===== config.mk =====
export PLATFORM = sky130hd
export DESIGN_NAME = rtc_bcd_local_time_decode_unit
export DESIGN_NICKNAME = d
export VERILOG_FILES = /design/src/sv/rtcld_pkg.sv /design/src/sv/rtcld_decode.sv /design/src/sv/rtcld_sum.sv /design/src/sv/rtcld_shift.sv /design/src/sv/rtcld_hour.sv /design/src/sv/rtcld_format.sv /design/src/sv/rtc_bcd_local_time_decode_unit.sv
export SDC_FILE = /design/constraint.sdc
export NUM_CORES = 1
export LEC_CHECK = 0
export BUFFER_PORTS_ARGS = -buffer_cell sky130_fd_sc_hd__buf_2
export CAP_MARGIN = 20
export CELL_PAD_IN_SITES_DETAIL_PLACEMENT = 0
export CELL_PAD_IN_SITES_GLOBAL_PLACEMENT = 1
export CORE_MARGIN = 3
export CORE_UTILIZATION = 49
export DETAILED_ROUTE_END_ITERATION = 7
export PLACE_DENSITY = 0.84
export SYNTH_ARGS = -nofsm -noshare
export SYNTH_HDL_FRONTEND = slang
export SYNTH_SLANG_ARGS = --single-unit

===== constraint.sdc =====
create_clock -name clock -period 7.25 [get_ports clock]
set_input_delay 1.8125 -clock clock [delete_from_list [all_inputs] [get_ports clock]]
set_output_delay 1.8125 -clock clock [all_outputs]
set_load 0.05 [all_outputs]

===== src/sv/rtcld_pkg.sv =====
// Shared types, constants and helper functions of the RTC BCD local time decode unit.
`default_nettype none

package rtcld_pkg;

   localparam logic [6:0]         OffsetMax   = 7'd104;
   localparam logic signed [12:0] OffsetBias  = 13'sd48;
   localparam logic signed [12:0] QuarterMins = 13'sd15;
   localparam logic signed [12:0] HourMins    = 13'sd60;
   localparam logic signed [12:0] DayMins     = 13'sd1440;
   localparam logic signed [12:0] TwoDayMins  = 13'sd2880;
   localparam logic [21:0]        RecipSixty  = 22'd1093;
   localparam logic [11:0]        BaseYear    = 12'd2000;
   localparam logic [7:0]         LastYear    = 8'd99;

   // Decoded register snapshot.
   typedef struct packed {
      logic [6:0] minute;
      logic [5:0] hour;
      logic [7:0] yy;
      logic [4:0] month;
      logic [5:0] day;
   } dec_type;

   // Minute-of-day sum with offset, plus the checked date.
   typedef struct packed {
      logic signed [12:0] total;
      logic [6:0]         yy;
      logic [3:0]         month;
      logic [4:0]         day;
      logic               leap;
      logic               dvalid;
   } sum_type;

   // Wrapped minutes of the day and the shifted date.
   typedef struct packed {
      logic [10:0] wrapped;
      logic [6:0]  yy;
      logic [3:0]  month;
      logic [4:0]  day;
      logic        valid;
   } shift_type;

   typedef struct packed {
      logic [10:0] wrapped;
      logic [4:0]  hour;
      logic [6:0]  yy;
      logic [3:0]  month;
      logic [4:0]  day;
      logic        valid;
   } hour_type;

   typedef struct packed {
      logic [4:0]  local_hour;
      logic [5:0]  local_minute;
      logic [4:0]  display_hour;
      logic        is_pm;
      logic [11:0] local_year;
      logic [3:0]  local_month;
      logic [4:0]  local_day;
      logic        date_valid;
   } rsp_type;

   // Two BCD digits to binary, without a digit check (at most 165).
   function automatic logic [7:0] bcd_value(input logic [7:0] b);
      logic [7:0] hi;
      logic [7:0] lo;
      hi = {4'd0, b[7:4]};
      lo = {4'd0, b[3:0]};
      return (hi << 3) + (hi << 1) + lo;
   endfunction

   function automatic logic [4:0] month_days(input logic [3:0] m, input logic leap);
      logic [4:0] d;
      case (m)
         4'd1, 4'd3, 4'd5, 4'd7, 4'd8, 4'd10, 4'd12: d = 5'd31;
         4'd4, 4'd6, 4'd9, 4'd11:                    d = 5'd30;
         4'd2:                                        d = leap ? 5'd29 : 5'd28;
         default:                                     d = 5'd0;
      endcase
      return d;
   endfunction

endpackage

`default_nettype wire


===== src/sv/rtcld_decode.sv =====
// First pipeline stage: masks and decodes the BCD register bytes.
`default_nettype none

module rtcld_decode import rtcld_pkg::*; (
   input  wire logic       clock,
   input  wire logic       reset,
   input  wire logic       in_valid,
   output logic            in_ready,
   input  wire logic [7:0] raw_minute,
   input  wire logic [7:0] raw_hour,
   input  wire logic [7:0] raw_date,
   input  wire logic [7:0] raw_month,
   input  wire logic [7:0] raw_year,
   output logic            out_valid,
   input  wire logic       out_ready,
   output dec_type         out_data
);

   logic    valid_ff;
   logic    valid_in;
   dec_type data_ff;
   dec_type data_in;
   logic [7:0] min_bin;
   logic [7:0] h12_bin;
   logic [7:0] h24_bin;
   logic [7:0] day_bin;
   logic [7:0] mon_bin;
   logic [5:0] h12;

   assign in_ready  = !valid_ff || out_ready;
   assign valid_in  = in_ready ? in_valid : valid_ff;
   assign out_valid = valid_ff;
   assign out_data  = data_ff;

   always_comb begin
      min_bin = bcd_value({1'b0, raw_minute[6:0]});
      h12_bin = bcd_value({3'd0, raw_hour[4:0]});
      h24_bin = bcd_value({2'd0, raw_hour[5:0]});
      day_bin = bcd_value({2'd0, raw_date[5:0]});
      mon_bin = bcd_value({3'd0, raw_month[4:0]});

      // Twelve o'clock in 12-hour form counts as zero before PM adds twelve.
      h12 = (h12_bin == 8'd12) ? 6'd0 : h12_bin[5:0];
      if (raw_hour[5]) begin
         h12 = h12 + 6'd12;
      end

      data_in.minute = min_bin[6:0];
      data_in.hour   = raw_hour[6] ? h12 : h24_bin[5:0];
      data_in.yy     = bcd_value(raw_year);
      data_in.month  = mon_bin[4:0];
      data_in.day    = day_bin[5:0];
   end

   always_ff @(posedge clock) begin
      if (reset) begin
         valid_ff <= 1'b0;
      end else begin
         valid_ff <= valid_in;
      end
   end

   always_ff @(posedge clock) begin
      if (in_valid && in_ready) begin
         data_ff <= data_in;
      end
   end

endmodule

`default_nettype wire


===== src/sv/rtcld_sum.sv =====
// Second pipeline stage: minute-of-day sum with the UTC offset and the input date check.
`default_nettype none

module rtcld_sum import rtcld_pkg::*; (
   input  wire logic       clock,
   input  wire logic       reset,
   input  wire logic [6:0] offset_quarters,
   input  wire logic       in_valid,
   output logic            in_ready,
   input  wire dec_type    in_data,
   output logic            out_valid,
   input  wire logic       out_ready,
   output sum_type         out_data
);

   logic    valid_ff;
   logic    valid_in;
   sum_type data_ff;
   sum_type data_in;
   logic [6:0]         off;
   logic signed [12:0] quarters;
   logic signed [12:0] mod_day;
   logic               leap;
   logic [4:0]         mdays;

   assign in_ready  = !valid_ff || out_ready;
   assign valid_in  = in_ready ? in_valid : valid_ff;
   assign out_valid = valid_ff;
   assign out_data  = data_ff;

   always_comb begin
      off      = (offset_quarters > OffsetMax) ? OffsetMax : offset_quarters;
      quarters = $signed({6'd0, off}) - OffsetBias;
      mod_day  = $signed({7'd0, in_data.hour}) * HourMins + $signed({6'd0, in_data.minute});

      // Within 2000..2099 a year is leap exactly when it divides by four.
      leap  = (in_data.yy[1:0] == 2'd0);
      mdays = month_days(in_data.month[3:0], leap);

      data_in.total  = mod_day + quarters * QuarterMins;
      data_in.yy     = in_data.yy[6:0];
      data_in.month  = in_data.month[3:0];
      data_in.day    = in_data.day[4:0];
      data_in.leap   = leap;
      data_in.dvalid = (in_data.yy <= LastYear) && (in_data.month != 5'd0)
                    && (in_data.month <= 5'd12) && (in_data.day != 6'd0)
                    && (in_data.day <= {1'b0, mdays});
   end

   always_ff @(posedge clock) begin
      if (reset) begin
         valid_ff <= 1'b0;
      end else begin
         valid_ff <= valid_in;
      end
   end

   always_ff @(posedge clock) begin
      if (in_valid && in_ready) begin
         data_ff <= data_in;
      end
   end

endmodule

`default_nettype wire


===== src/sv/rtcld_shift.sv =====
// Third pipeline stage: wraps the minutes of the day and moves the date by one day.
`default_nettype none

module rtcld_shift import rtcld_pkg::*; (
   input  wire logic    clock,
   input  wire logic    reset,
   input  wire logic    in_valid,
   output logic         in_ready,
   input  wire sum_type in_data,
   output logic         out_valid,
   input  wire logic    out_ready,
   output shift_type    out_data
);

   logic      valid_ff;
   logic      valid_in;
   shift_type data_ff;
   shift_type data_in;
   logic               neg;
   logic               ge_day;
   logic               ge_two;
   logic signed [12:0] wrapped;
   logic [4:0]         mdays;
   logic [4:0]         mdays_prev;
   logic [3:0]         month_prev;
   logic [6:0]         yy;
   logic [3:0]         month;
   logic [4:0]         day;
   logic               valid;

   assign in_ready  = !valid_ff || out_ready;
   assign valid_in  = in_ready ? in_valid : valid_ff;
   assign out_valid = valid_ff;
   assign out_data  = data_ff;

   always_comb begin
      neg    = in_data.total[12];
      ge_day = !neg && (in_data.total >= DayMins);
      ge_two = !neg && (in_data.total >= TwoDayMins);

      if (neg) begin
         wrapped = in_data.total + DayMins;
      end else if (ge_two) begin
         wrapped = in_data.total - TwoDayMins;
      end else if (ge_day) begin
         wrapped = in_data.total - DayMins;
      end else begin
         wrapped = in_data.total;
      end

      month_prev = in_data.month - 4'd1;
      mdays      = month_days(in_data.month, in_data.leap);
      mdays_prev = month_days(month_prev, in_data.leap);

      yy    = in_data.yy;
      month = in_data.month;
      day   = in_data.day;
      valid = in_data.dvalid;

      // The date moves at most one day, even past two days of minutes.
      if (ge_day) begin
         if (in_data.day < mdays) begin
            day = in_data.day + 5'd1;
         end else begin
            day = 5'd1;
            if (in_data.month < 4'd12) begin
               month = in_data.month + 4'd1;
            end else begin
               month = 4'd1;
               yy    = in_data.yy + 7'd1;
               if (in_data.yy == LastYear[6:0]) begin
                  valid = 1'b0;
               end
            end
         end
      end else if (neg) begin
         if (in_data.day > 5'd1) begin
            day = in_data.day - 5'd1;
         end else if (in_data.month > 4'd1) begin
            month = month_prev;
            day   = mdays_prev;
         end else begin
            month = 4'd12;
            day   = 5'd31;
            yy    = in_data.yy - 7'd1;
            if (in_data.yy == 7'd0) begin
               valid = 1'b0;
            end
         end
      end

      data_in.wrapped = wrapped[10:0];
      data_in.yy      = valid ? yy : 7'd0;
      data_in.month   = valid ? month : 4'd0;
      data_in.day     = valid ? day : 5'd0;
      data_in.valid   = valid;
   end

   always_ff @(posedge clock) begin
      if (reset) begin
         valid_ff <= 1'b0;
      end else begin
         valid_ff <= valid_in;
      end
   end

   always_ff @(posedge clock) begin
      if (in_valid && in_ready) begin
         data_ff <= data_in;
      end
   end

endmodule

`default_nettype wire


===== src/sv/rtcld_hour.sv =====
// Fourth pipeline stage: hour of day from the wrapped minutes by a reciprocal multiply.
`default_nettype none

module rtcld_hour import rtcld_pkg::*; (
   input  wire logic      clock,
   input  wire logic      reset,
   input  wire logic      in_valid,
   output logic           in_ready,
   input  wire shift_type in_data,
   output logic           out_valid,
   input  wire logic      out_ready,
   output hour_type       out_data
);

   logic     valid_ff;
   logic     valid_in;
   hour_type data_ff;
   hour_type data_in;
   logic [21:0] prod;

   assign in_ready  = !valid_ff || out_ready;
   assign valid_in  = in_ready ? in_valid : valid_ff;
   assign out_valid = valid_ff;
   assign out_data  = data_ff;

   always_comb begin
      // For minutes below 1440, (x * 1093) >> 16 equals x / 60 exactly.
      prod            = {11'd0, in_data.wrapped} * RecipSixty;
      data_in.wrapped = in_data.wrapped;
      data_in.hour    = prod[20:16];
      data_in.yy      = in_data.yy;
      data_in.month   = in_data.month;
      data_in.day     = in_data.day;
      data_in.valid   = in_data.valid;
   end

   always_ff @(posedge clock) begin
      if (reset) begin
         valid_ff <= 1'b0;
      end else begin
         valid_ff <= valid_in;
      end
   end

   always_ff @(posedge clock) begin
      if (in_valid && in_ready) begin
         data_ff <= data_in;
      end
   end

endmodule

`default_nettype wire


===== src/sv/rtcld_format.sv =====
// Last pipeline stage: minute remainder, display hour, PM flag and the result register.
`default_nettype none

module rtcld_format import rtcld_pkg::*; (
   input  wire logic     clock,
   input  wire logic     reset,
   input  wire logic     twelve_hour,
   input  wire logic     in_valid,
   output logic          in_ready,
   input  wire hour_type in_data,
   output logic          out_valid,
   input  wire logic     out_ready,
   output rsp_type       out_data
);

   logic    valid_ff;
   logic    valid_in;
   rsp_type data_ff;
   rsp_type data_in;
   logic [10:0] minute;
   logic        pm;
   logic [4:0]  half;

   assign in_ready  = !valid_ff || out_ready;
   assign valid_in  = in_ready ? in_valid : valid_ff;
   assign out_valid = valid_ff;
   assign out_data  = data_ff;

   always_comb begin
      minute = in_data.wrapped - {6'd0, in_data.hour} * 11'd60;
      pm     = (in_data.hour >= 5'd12);
      half   = pm ? in_data.hour - 5'd12 : in_data.hour;

      data_in.local_hour   = in_data.hour;
      data_in.local_minute = minute[5:0];
      if (twelve_hour) begin
         data_in.display_hour = (half == 5'd0) ? 5'd12 : half;
      end else begin
         data_in.display_hour = in_data.hour;
      end
      data_in.is_pm       = pm;
      data_in.local_year  = in_data.valid ? BaseYear + {5'd0, in_data.yy} : 12'd0;
      data_in.local_month = in_data.month;
      data_in.local_day   = in_data.day;
      data_in.date_valid  = in_data.valid;
   end

   always_ff @(posedge clock) begin
      if (reset) begin
         valid_ff <= 1'b0;
      end else begin
         valid_ff <= valid_in;
      end
   end

   always_ff @(posedge clock) begin
      if (in_valid && in_ready) begin
         data_ff <= data_in;
      end
   end

endmodule

`default_nettype wire


===== src/sv/rtc_bcd_local_time_decode_unit.sv =====
// Top level of the RTC BCD local time decode unit: registers and five-stage pipeline.
//
//   channel  direction  handshake              payload
//   req      in         req_tvalid/req_tready  req_tdata: five raw RTC register bytes
//   rsp      out        rsp_tvalid/rsp_tready  rsp_tdata: local time and date, rsp_tuser: valid
//   csr      in         csr_we                 csr_addr, csr_wdata
//
// One snapshot enters per cycle while req_tready is high; its result passes through
// the stages decode, offset sum, wrap and day shift, hour and format, each stage one register.
// Reset clears the stage valid bits and loads the offset register with 48 and
// 24-hour mode. A stall on rsp holds each full stage; a stage with a bubble still
// takes a transfer, so req_tready drops only when all five stages are full.
`default_nettype none

module rtc_bcd_local_time_decode_unit import rtcld_pkg::*; (
   input  wire logic        clock,
   input  wire logic        reset,
   input  wire logic        req_tvalid,
   output logic             req_tready,
   // raw_minute[7:0], raw_hour[15:8], raw_date[23:16], raw_month[31:24], raw_year[39:32]
   input  wire logic [39:0] req_tdata,
   output logic             rsp_tvalid,
   input  wire logic        rsp_tready,
   // local_hour[4:0], local_minute[10:5], display_hour[15:11], is_pm[16],
   // local_year[28:17], local_month[32:29], local_day[37:33], zero[39:38]
   output logic [39:0]      rsp_tdata,
   // date_valid[0]
   output logic             rsp_tuser,
   input  wire logic        csr_we,
   input  wire logic        csr_addr,
   input  wire logic [6:0]  csr_wdata
);

   localparam logic CsrOffset = 1'b0;
   localparam logic CsrTwelve = 1'b1;
   localparam logic [6:0] OffsetReset = 7'd48;

   logic [6:0] offset_ff;
   logic [6:0] offset_in;
   logic       twelve_ff;
   logic       twelve_in;

   logic      s1_valid, s1_ready;
   logic      s2_valid, s2_ready;
   logic      s3_valid, s3_ready;
   logic      s4_valid, s4_ready;
   dec_type   s1_data;
   sum_type   s2_data;
   shift_type s3_data;
   hour_type  s4_data;
   rsp_type   rsp_data;

   always_comb begin
      offset_in = offset_ff;
      twelve_in = twelve_ff;
      if (csr_we) begin
         case (csr_addr)
            CsrOffset: offset_in = csr_wdata;
            CsrTwelve: twelve_in = csr_wdata[0];
            default:   offset_in = offset_ff;
         endcase
      end
   end

   always_ff @(posedge clock) begin
      if (reset) begin
         offset_ff <= OffsetReset;
         twelve_ff <= 1'b0;
      end else begin
         offset_ff <= offset_in;
         twelve_ff <= twelve_in;
      end
   end

   rtcld_decode u_decode (
      .clock      (clock),
      .reset      (reset),
      .in_valid   (req_tvalid),
      .in_ready   (req_tready),
      .raw_minute (req_tdata[7:0]),
      .raw_hour   (req_tdata[15:8]),
      .raw_date   (req_tdata[23:16]),
      .raw_month  (req_tdata[31:24]),
      .raw_year   (req_tdata[39:32]),
      .out_valid  (s1_valid),
      .out_ready  (s1_ready),
      .out_data   (s1_data)
   );

   rtcld_sum u_sum (
      .clock           (clock),
      .reset           (reset),
      .offset_quarters (offset_ff),
      .in_valid        (s1_valid),
      .in_ready        (s1_ready),
      .in_data         (s1_data),
      .out_valid       (s2_valid),
      .out_ready       (s2_ready),
      .out_data        (s2_data)
   );

   rtcld_shift u_shift (
      .clock     (clock),
      .reset     (reset),
      .in_valid  (s2_valid),
      .in_ready  (s2_ready),
      .in_data   (s2_data),
      .out_valid (s3_valid),
      .out_ready (s3_ready),
      .out_data  (s3_data)
   );

   rtcld_hour u_hour (
      .clock     (clock),
      .reset     (reset),
      .in_valid  (s3_valid),
      .in_ready  (s3_ready),
      .in_data   (s3_data),
      .out_valid (s4_valid),
      .out_ready (s4_ready),
      .out_data  (s4_data)
   );

   rtcld_format u_format (
      .clock       (clock),
      .reset       (reset),
      .twelve_hour (twelve_ff),
      .in_valid    (s4_valid),
      .in_ready    (s4_ready),
      .in_data     (s4_data),
      .out_valid   (rsp_tvalid),
      .out_ready   (rsp_tready),
      .out_data    (rsp_data)
   );

   assign rsp_tdata = {2'b00, rsp_data.local_day, rsp_data.local_month, rsp_data.local_year,
                       rsp_data.is_pm, rsp_data.display_hour, rsp_data.local_minute,
                       rsp_data.local_hour};
   assign rsp_tuser = rsp_data.date_valid;

   // An invalid date must come out with all date fields cleared.
   a_invalid_date_zero: assert property (@(posedge clock) disable iff (reset)
      (rsp_tvalid && !rsp_data.date_valid) |->
         (rsp_data.local_year == 12'd0 && rsp_data.local_month == 4'd0
          && rsp_data.local_day == 5'd0))
      else $error("invalid date with nonzero date fields");

   // A valid date lies in range after the shift.
   a_valid_date_range: assert property (@(posedge clock) disable iff (reset)
      (rsp_tvalid && rsp_data.date_valid) |->
         (rsp_data.local_year >= 12'd2000 && rsp_data.local_year <= 12'd2099
          && rsp_data.local_month != 4'd0 && rsp_data.local_month <= 4'd12
          && rsp_data.local_day != 5'd0))
      else $error("valid date out of range");

   // The wrap and the reciprocal divide keep the time within one day.
   a_time_range: assert property (@(posedge clock) disable iff (reset)
      rsp_tvalid |-> (rsp_data.local_hour <= 5'd23 && rsp_data.local_minute <= 6'd59
                      && rsp_data.is_pm == (rsp_data.local_hour >= 5'd12)))
      else $error("local time out of range");

   // A full pipeline under a stall must refuse new transfers.
   a_full_stall: assert property (@(posedge clock) disable iff (reset)
      (rsp_tvalid && !rsp_tready && s1_valid && s2_valid && s3_valid && s4_valid)
         |-> !req_tready)
      else $error("transfer accepted into a full stalled pipeline");

endmodule

`default_nettype wire


# Word-level counts from Yosys, hierarchy flattened
# Cells that the tools add are included.
word_totals:
  output_inout_bits: 43
  reg_bits: 171
op_classes:
  n_bitwise: 1
  n_eq_ne: 38
  multipliers: 4
  mux: 40
  reduce_logical: 35
  addsub: 28
  magnitude_cmp: 11
ops:
  columns: ["operator", "count"]
  rows:
  - ["$eq 4x4->1 const B", 15]
  - ["$mux 7", 7]
  - ["$eq 4x3->1 const B", 12]
  - ["$pmux 5 s3", 3]
  - ["$mux 5", 8]
  - ["$mux 11", 3]
  - ["$eq 4x2->1 const B", 6]
  - ["$mux 4", 6]
  - ["$sub 11x11->11 const B", 2]
  - ["$mul 11x11->21 const B", 1]
  - ["$reduce_or 7->1", 3]
  - ["$mux 6", 3]
  - ["$add 8x4->8", 2]
  - ["$add 13x13->13", 1]
  - ["$add 13x8->13", 1]
  - ["$ge 13x12->1 const B", 1]
  - ["$ge 13x13->1 const B", 1]
  - ["$mul 13x5->13 const B", 1]
  - ["$add 11x7->12 const A", 1]
  - ["$add 5x3->6", 2]
  - ["$add 6x4->6", 2]
  - ["$eq 4x1->1 const B", 3]
  - ["$reduce_or 4->1", 3]
  - ["$add 11x11->11 const B", 1]
  - ["other kinds (39)", 69]

# Logic depth before layout (Yosys ltp)
depth:
  depth_word: 8
  mapped_depth: 21
  depth_no_buf: 21

# By module
# A second synthesis with hierarchy kept.
unflattened:
  hier_cells: 1065
  area_unflattened_um2: 12034.0
modules_own_cells:
  columns: ["module", "instances", "seq_area_each_um2", "area_each_um2", "cells_per_inst"]
  rows:
  - ["rtcld_sum", 1, 950.9, 3171.8, 290]
  - ["rtcld_shift", 1, 860.8, 2593.7, 289]
  - ["rtcld_hour", 1, 1011.0, 2285.9, 173]
  - ["rtcld_decode", 1, 980.9, 1926.8, 161]
  - ["rtcld_format", 1, 1131.1, 1691.6, 114]
  - ["rtc_bcd_local_time_decode_unit", 1, 160.2, 364.1, 38]

# Worst setup path after synthesis
# Ideal clock, no wire load.
synth_timing:
  path_kind: "register to register"
  start: "register u_decode.data_ff (netlist bit u_decode.out_data[22])"
  end: "register u_sum.data_ff (netlist bit u_sum.out_data[30]), data pin"
  arrival_time_ns: 5.356
  t_required_ns: 6.981
  period_less_slack_ns: 5.625
  n_path_buf: 0
  path_stages_with_launch: 20
  slack_ns: 1.625
  cell_sequence: "edfxtp_1 inv_1 fa_1 fa_1 inv_1 ha_1 xor2_1 fa_1 inv_1 fa_1 inv_1 fa_1 fa_1 inv_1 ha_1 nand2_1 o211ai_1 o2111ai_1 o311ai_0 xnor2_1"
synth_lines:
  columns: ["element", "line_no", "source"]
  rows:
  - ["start, declared", "rtcld_decode.sv:21", "dec_type data_ff;"]
  - ["start signal, assigned", "rtcld_decode.sv:65", "data_ff <= data_in;"]
  - ["end signal, assigned", "rtcld_sum.sv:60", "data_ff <= data_in;"]
  - ["end, declared", "rtcld_sum.sv:18", "sum_type data_ff;"]

==> out/results.tsv <==
metric	value	unit
worst skew pair latency	0.43	ns
CTS tree	yes	
ant diodes	0	
Die X-Extent	159	um
via/cell ratio	5.16	
PD cells	360	nW/um2
clock share of power	18.9	%
Comb pwr share	51.5	%
Slew Limit Fails	0	
Syn Inst Count	992	
Seq/Total Area, Yosys	43.3	%
period utilization	81.2	%
setup TNS	0	ns
HP Class	reg2reg	
GP Congestion	0.911	
Max clock buf depth	2	
die area	25200	um2
WL per Instance	13.4	um
fmax	0.170	GHz
commonest non-fill, non-tap cell in the layout	ha_1	
synthesis-stage register bit count	169	
Hold Path Cell Cnt	0	
WHS Endpoint	u_hour.out_data[7]$_DFFE_PP_	
Reg-to-Reg Start	u_decode.out_data[22]$_DFFE_PP_	
starting density of the core	50.2	%
H-tree levels	4	
PortBufs	86	
CTS Buf Count	17	
Site Rows	55	
Core Footprint	22800	um2
hold buffers post-CTS	0	
router iterations before antenna repair	4	
Final setup violation count	0	
unrepaired setup endpoints after global routing	no	
hold_ws	0.411	ns
Synth Area per Inst	11.5	um2
P_leak	5.63	nW
status	completed	
EDFF count, synth	156	
pin count of the biggest net entering global routing	38	
Int Pwr	0.00284	W
dpl hpwl	14800	um
Cell variety after synth	74	
GRT Resource Usage Total	16.0	%
r2r setup slk	1.36	ns
via count	7249	
Reg power frac	29.6	%
async set or reset register ratio after synthesis	0	%
P_sw	0.00177	W
fin util	56.2	%
number of antenna violations at the first check in global routing	0	
hold path start	u_shift.out_data[7]$_SDFFCE_PN0P_	
Critical Path RT	7.42	ns
Die Y	159	um
layout cells sized above 1	14.2	%
initial DRC count	362	
# IOs	96	
peak ir drop on the vdd network	355	uV
critical path startpoint category	flop	
CP Capture Type	flop	
CP Data Arrival Time	6.06	ns
Slew @ Worst Pin	0.964	ns
Finished Cell Area	12800	um2
synthesized cell area	11400	um2
Synth area leader	edfxtp_1	
Placed Area	12200	um2
Resized cells post-CTS	0	
number of clock sinks	169	
CP max FO	4	
reg2reg end	u_sum.out_data[30]$_DFFE_PP_	
Final Routed Wirelength	18900	um
top_reg_cell synth	edfxtp_1	
remaining global-route overflow	0	
global-route wire length before repair	32400	um
Worst-path clk slew	0.07	ns
dpl cells	1373	
most frequent cells in the layout	158 x ha_1, 156 x edfxtp_1, 124 x inv_1, 86 x buf_2, 55 x nand2_1	
Fin. Hold Viols	0	
Routed Antenna Nets	0	
NumNets Final	1339	
R2R cell count	19	
Post-CTS Setup Bufs	0	
clk root buf	clkbuf_16	
Layout Cells excl Fill	1406	
YS warnings	0	
number of global-route vias before repair	6983	
top cell type's share of synthesized area	41.0	%
clk_skew	0.0117	ns
Synth area leaders	edfxtp_1 41%, ha_1 17%, fa_1 8.4%, inv_1 4.1%, xnor2_1 2.6%	
final worst path period need	5.89	ns
DRC viols	0	
Area Overhead vs Synth	12.1	%
max-cap violations	0	
critical path class	reg2reg	
Slew HR	35.6	%
sw frac	38.3	%
==> kinds of logic (layout without fill, tap and decap cells) <==
kind of cell,Yosys count,after routing,share of synthesized area (%)
xor+xnor,48,48,3.68
other cells,1,2,0.0328
fa+ha+maj,206,206,25.7
mux,9,9,0.799
flops,169,169,43.3
simple gates,221,221,10.0
compound gates,190,190,11.4
buf+inv,148,248,5.08
==> stage by stage <==
stage          setup WS, ns  power, W
3_5_place_dp           1.33   0.00375
5_1_grt               0.975   0.00513
3_3_place_gp           1.38   0.00372
6_report               1.36   0.00460
2_1_floorplan          1.62   0.00334
4_1_cts                1.32   0.00466
==> sequential cells by signal, summed over array words and instances, names as in the netlist, 7 cells and up <==
register,flops
u_format.out_data,37
u_decode.out_data,32
u_sum.out_data,31
u_hour.out_data,28
u_shift.out_data,28
offset_ff,7
==> power by group through the flow <==
stage	Sequential [W]	Combinational (W)	Clock (W)
after detailed placement	0.00138	0.00237	0
after CTS	0.00136	0.00240	0.000900
after floorplan	0.00136	0.00198	0
final	0.00136	0.00237	0.000871
after global placement	0.00138	0.00234	0
after global routing	0.00137	0.00282	0.000937
==> Yosys cell counts, types with 5 or more instances <==
cell type,instances
a211oi_1,13
nor2b_1,22
buf_4,5
clkbuf_1,16
a31o_2,5
o21ai_0,33
a21o_1,13
mux2i_1,8
a21boi_0,6
dfxtp_1,13
edfxtp_1,156
nand3_1,19
and2_1,11
or2_2,5
o211ai_1,7
or3_1,6
xnor2_1,34
o31ai_1,9
fa_1,48
a31oi_1,6
ha_1,158
nor2_1,46
inv_1,124
o21a_1,9
nand2_1,55
nand2b_1,7
xor2_1,14
a21oi_1,49
nor3_1,22
==> worst max-delay path, stage by stage (launching register included) <==
cell and delay, ns:
edfxtp_1 0.42, inv_1 0.21, fa_1 0.49, fa_1 0.53
inv_1 0.04, ha_1 0.33, xor2_1 0.19, fa_1 0.48
inv_1 0.05, fa_1 0.47, inv_1 0.05, fa_1 0.49
fa_1 0.51, inv_1 0.04, ha_1 0.33, nand2_1 0.09
o211ai_1 0.17, o2111ai_1 0.19, o311ai_0 0.43, xnor2_1 0.12
==> worst max path at each step <==
| stage | from | endpoint | slack [ns] | cells after the start |
|---|---|---|---|---|
| floorplan | u_decode.out_data[22]$_DFFE_PP_ | u_sum.out_data[30]$_DFFE_PP_ | 1.62 | 19 |
| global placement | u_decode.out_data[22]$_DFFE_PP_ | u_sum.out_data[30]$_DFFE_PP_ | 1.38 | 19 |
| detailed placement | u_decode.out_data[22]$_DFFE_PP_ | u_sum.out_data[30]$_DFFE_PP_ | 1.33 | 19 |
| CTS | u_decode.out_data[22]$_DFFE_PP_ | u_sum.out_data[30]$_DFFE_PP_ | 1.32 | 19 |
| global route | u_decode.out_data[22]$_DFFE_PP_ | u_sum.out_data[30]$_DFFE_PP_ | 0.97 | 19 |
| finish | u_decode.out_data[22]$_DFFE_PP_ | u_sum.out_data[30]$_DFFE_PP_ | 1.36 | 19 |
==> routing by layer <==
metal | up-vias | share of wire [%] | global-route usage [%]
met5 | - | 0 | 0
met3 | 19 | 3.7 | 3.10
li1 | 3725 | - | -
met4 | 0 | 1.4 | 4.63
met1 | 3392 | 47 | 21.2
met2 | 113 | 48 | 26.8
==> cell type report <==
type / count / area (um2)
Fill cell: 1936 / 9970
Clock inverter: 15 / 158
Clock buffer: 17 / 425
Timing Repair Buffer: 91 / 480
Inverter: 125 / 469
Tap cell: 313 / 392
Multi-Input combinational cell: 676 / 5940
Sequential cell: 169 / 4940
Power figures use the tool's default switching activity.
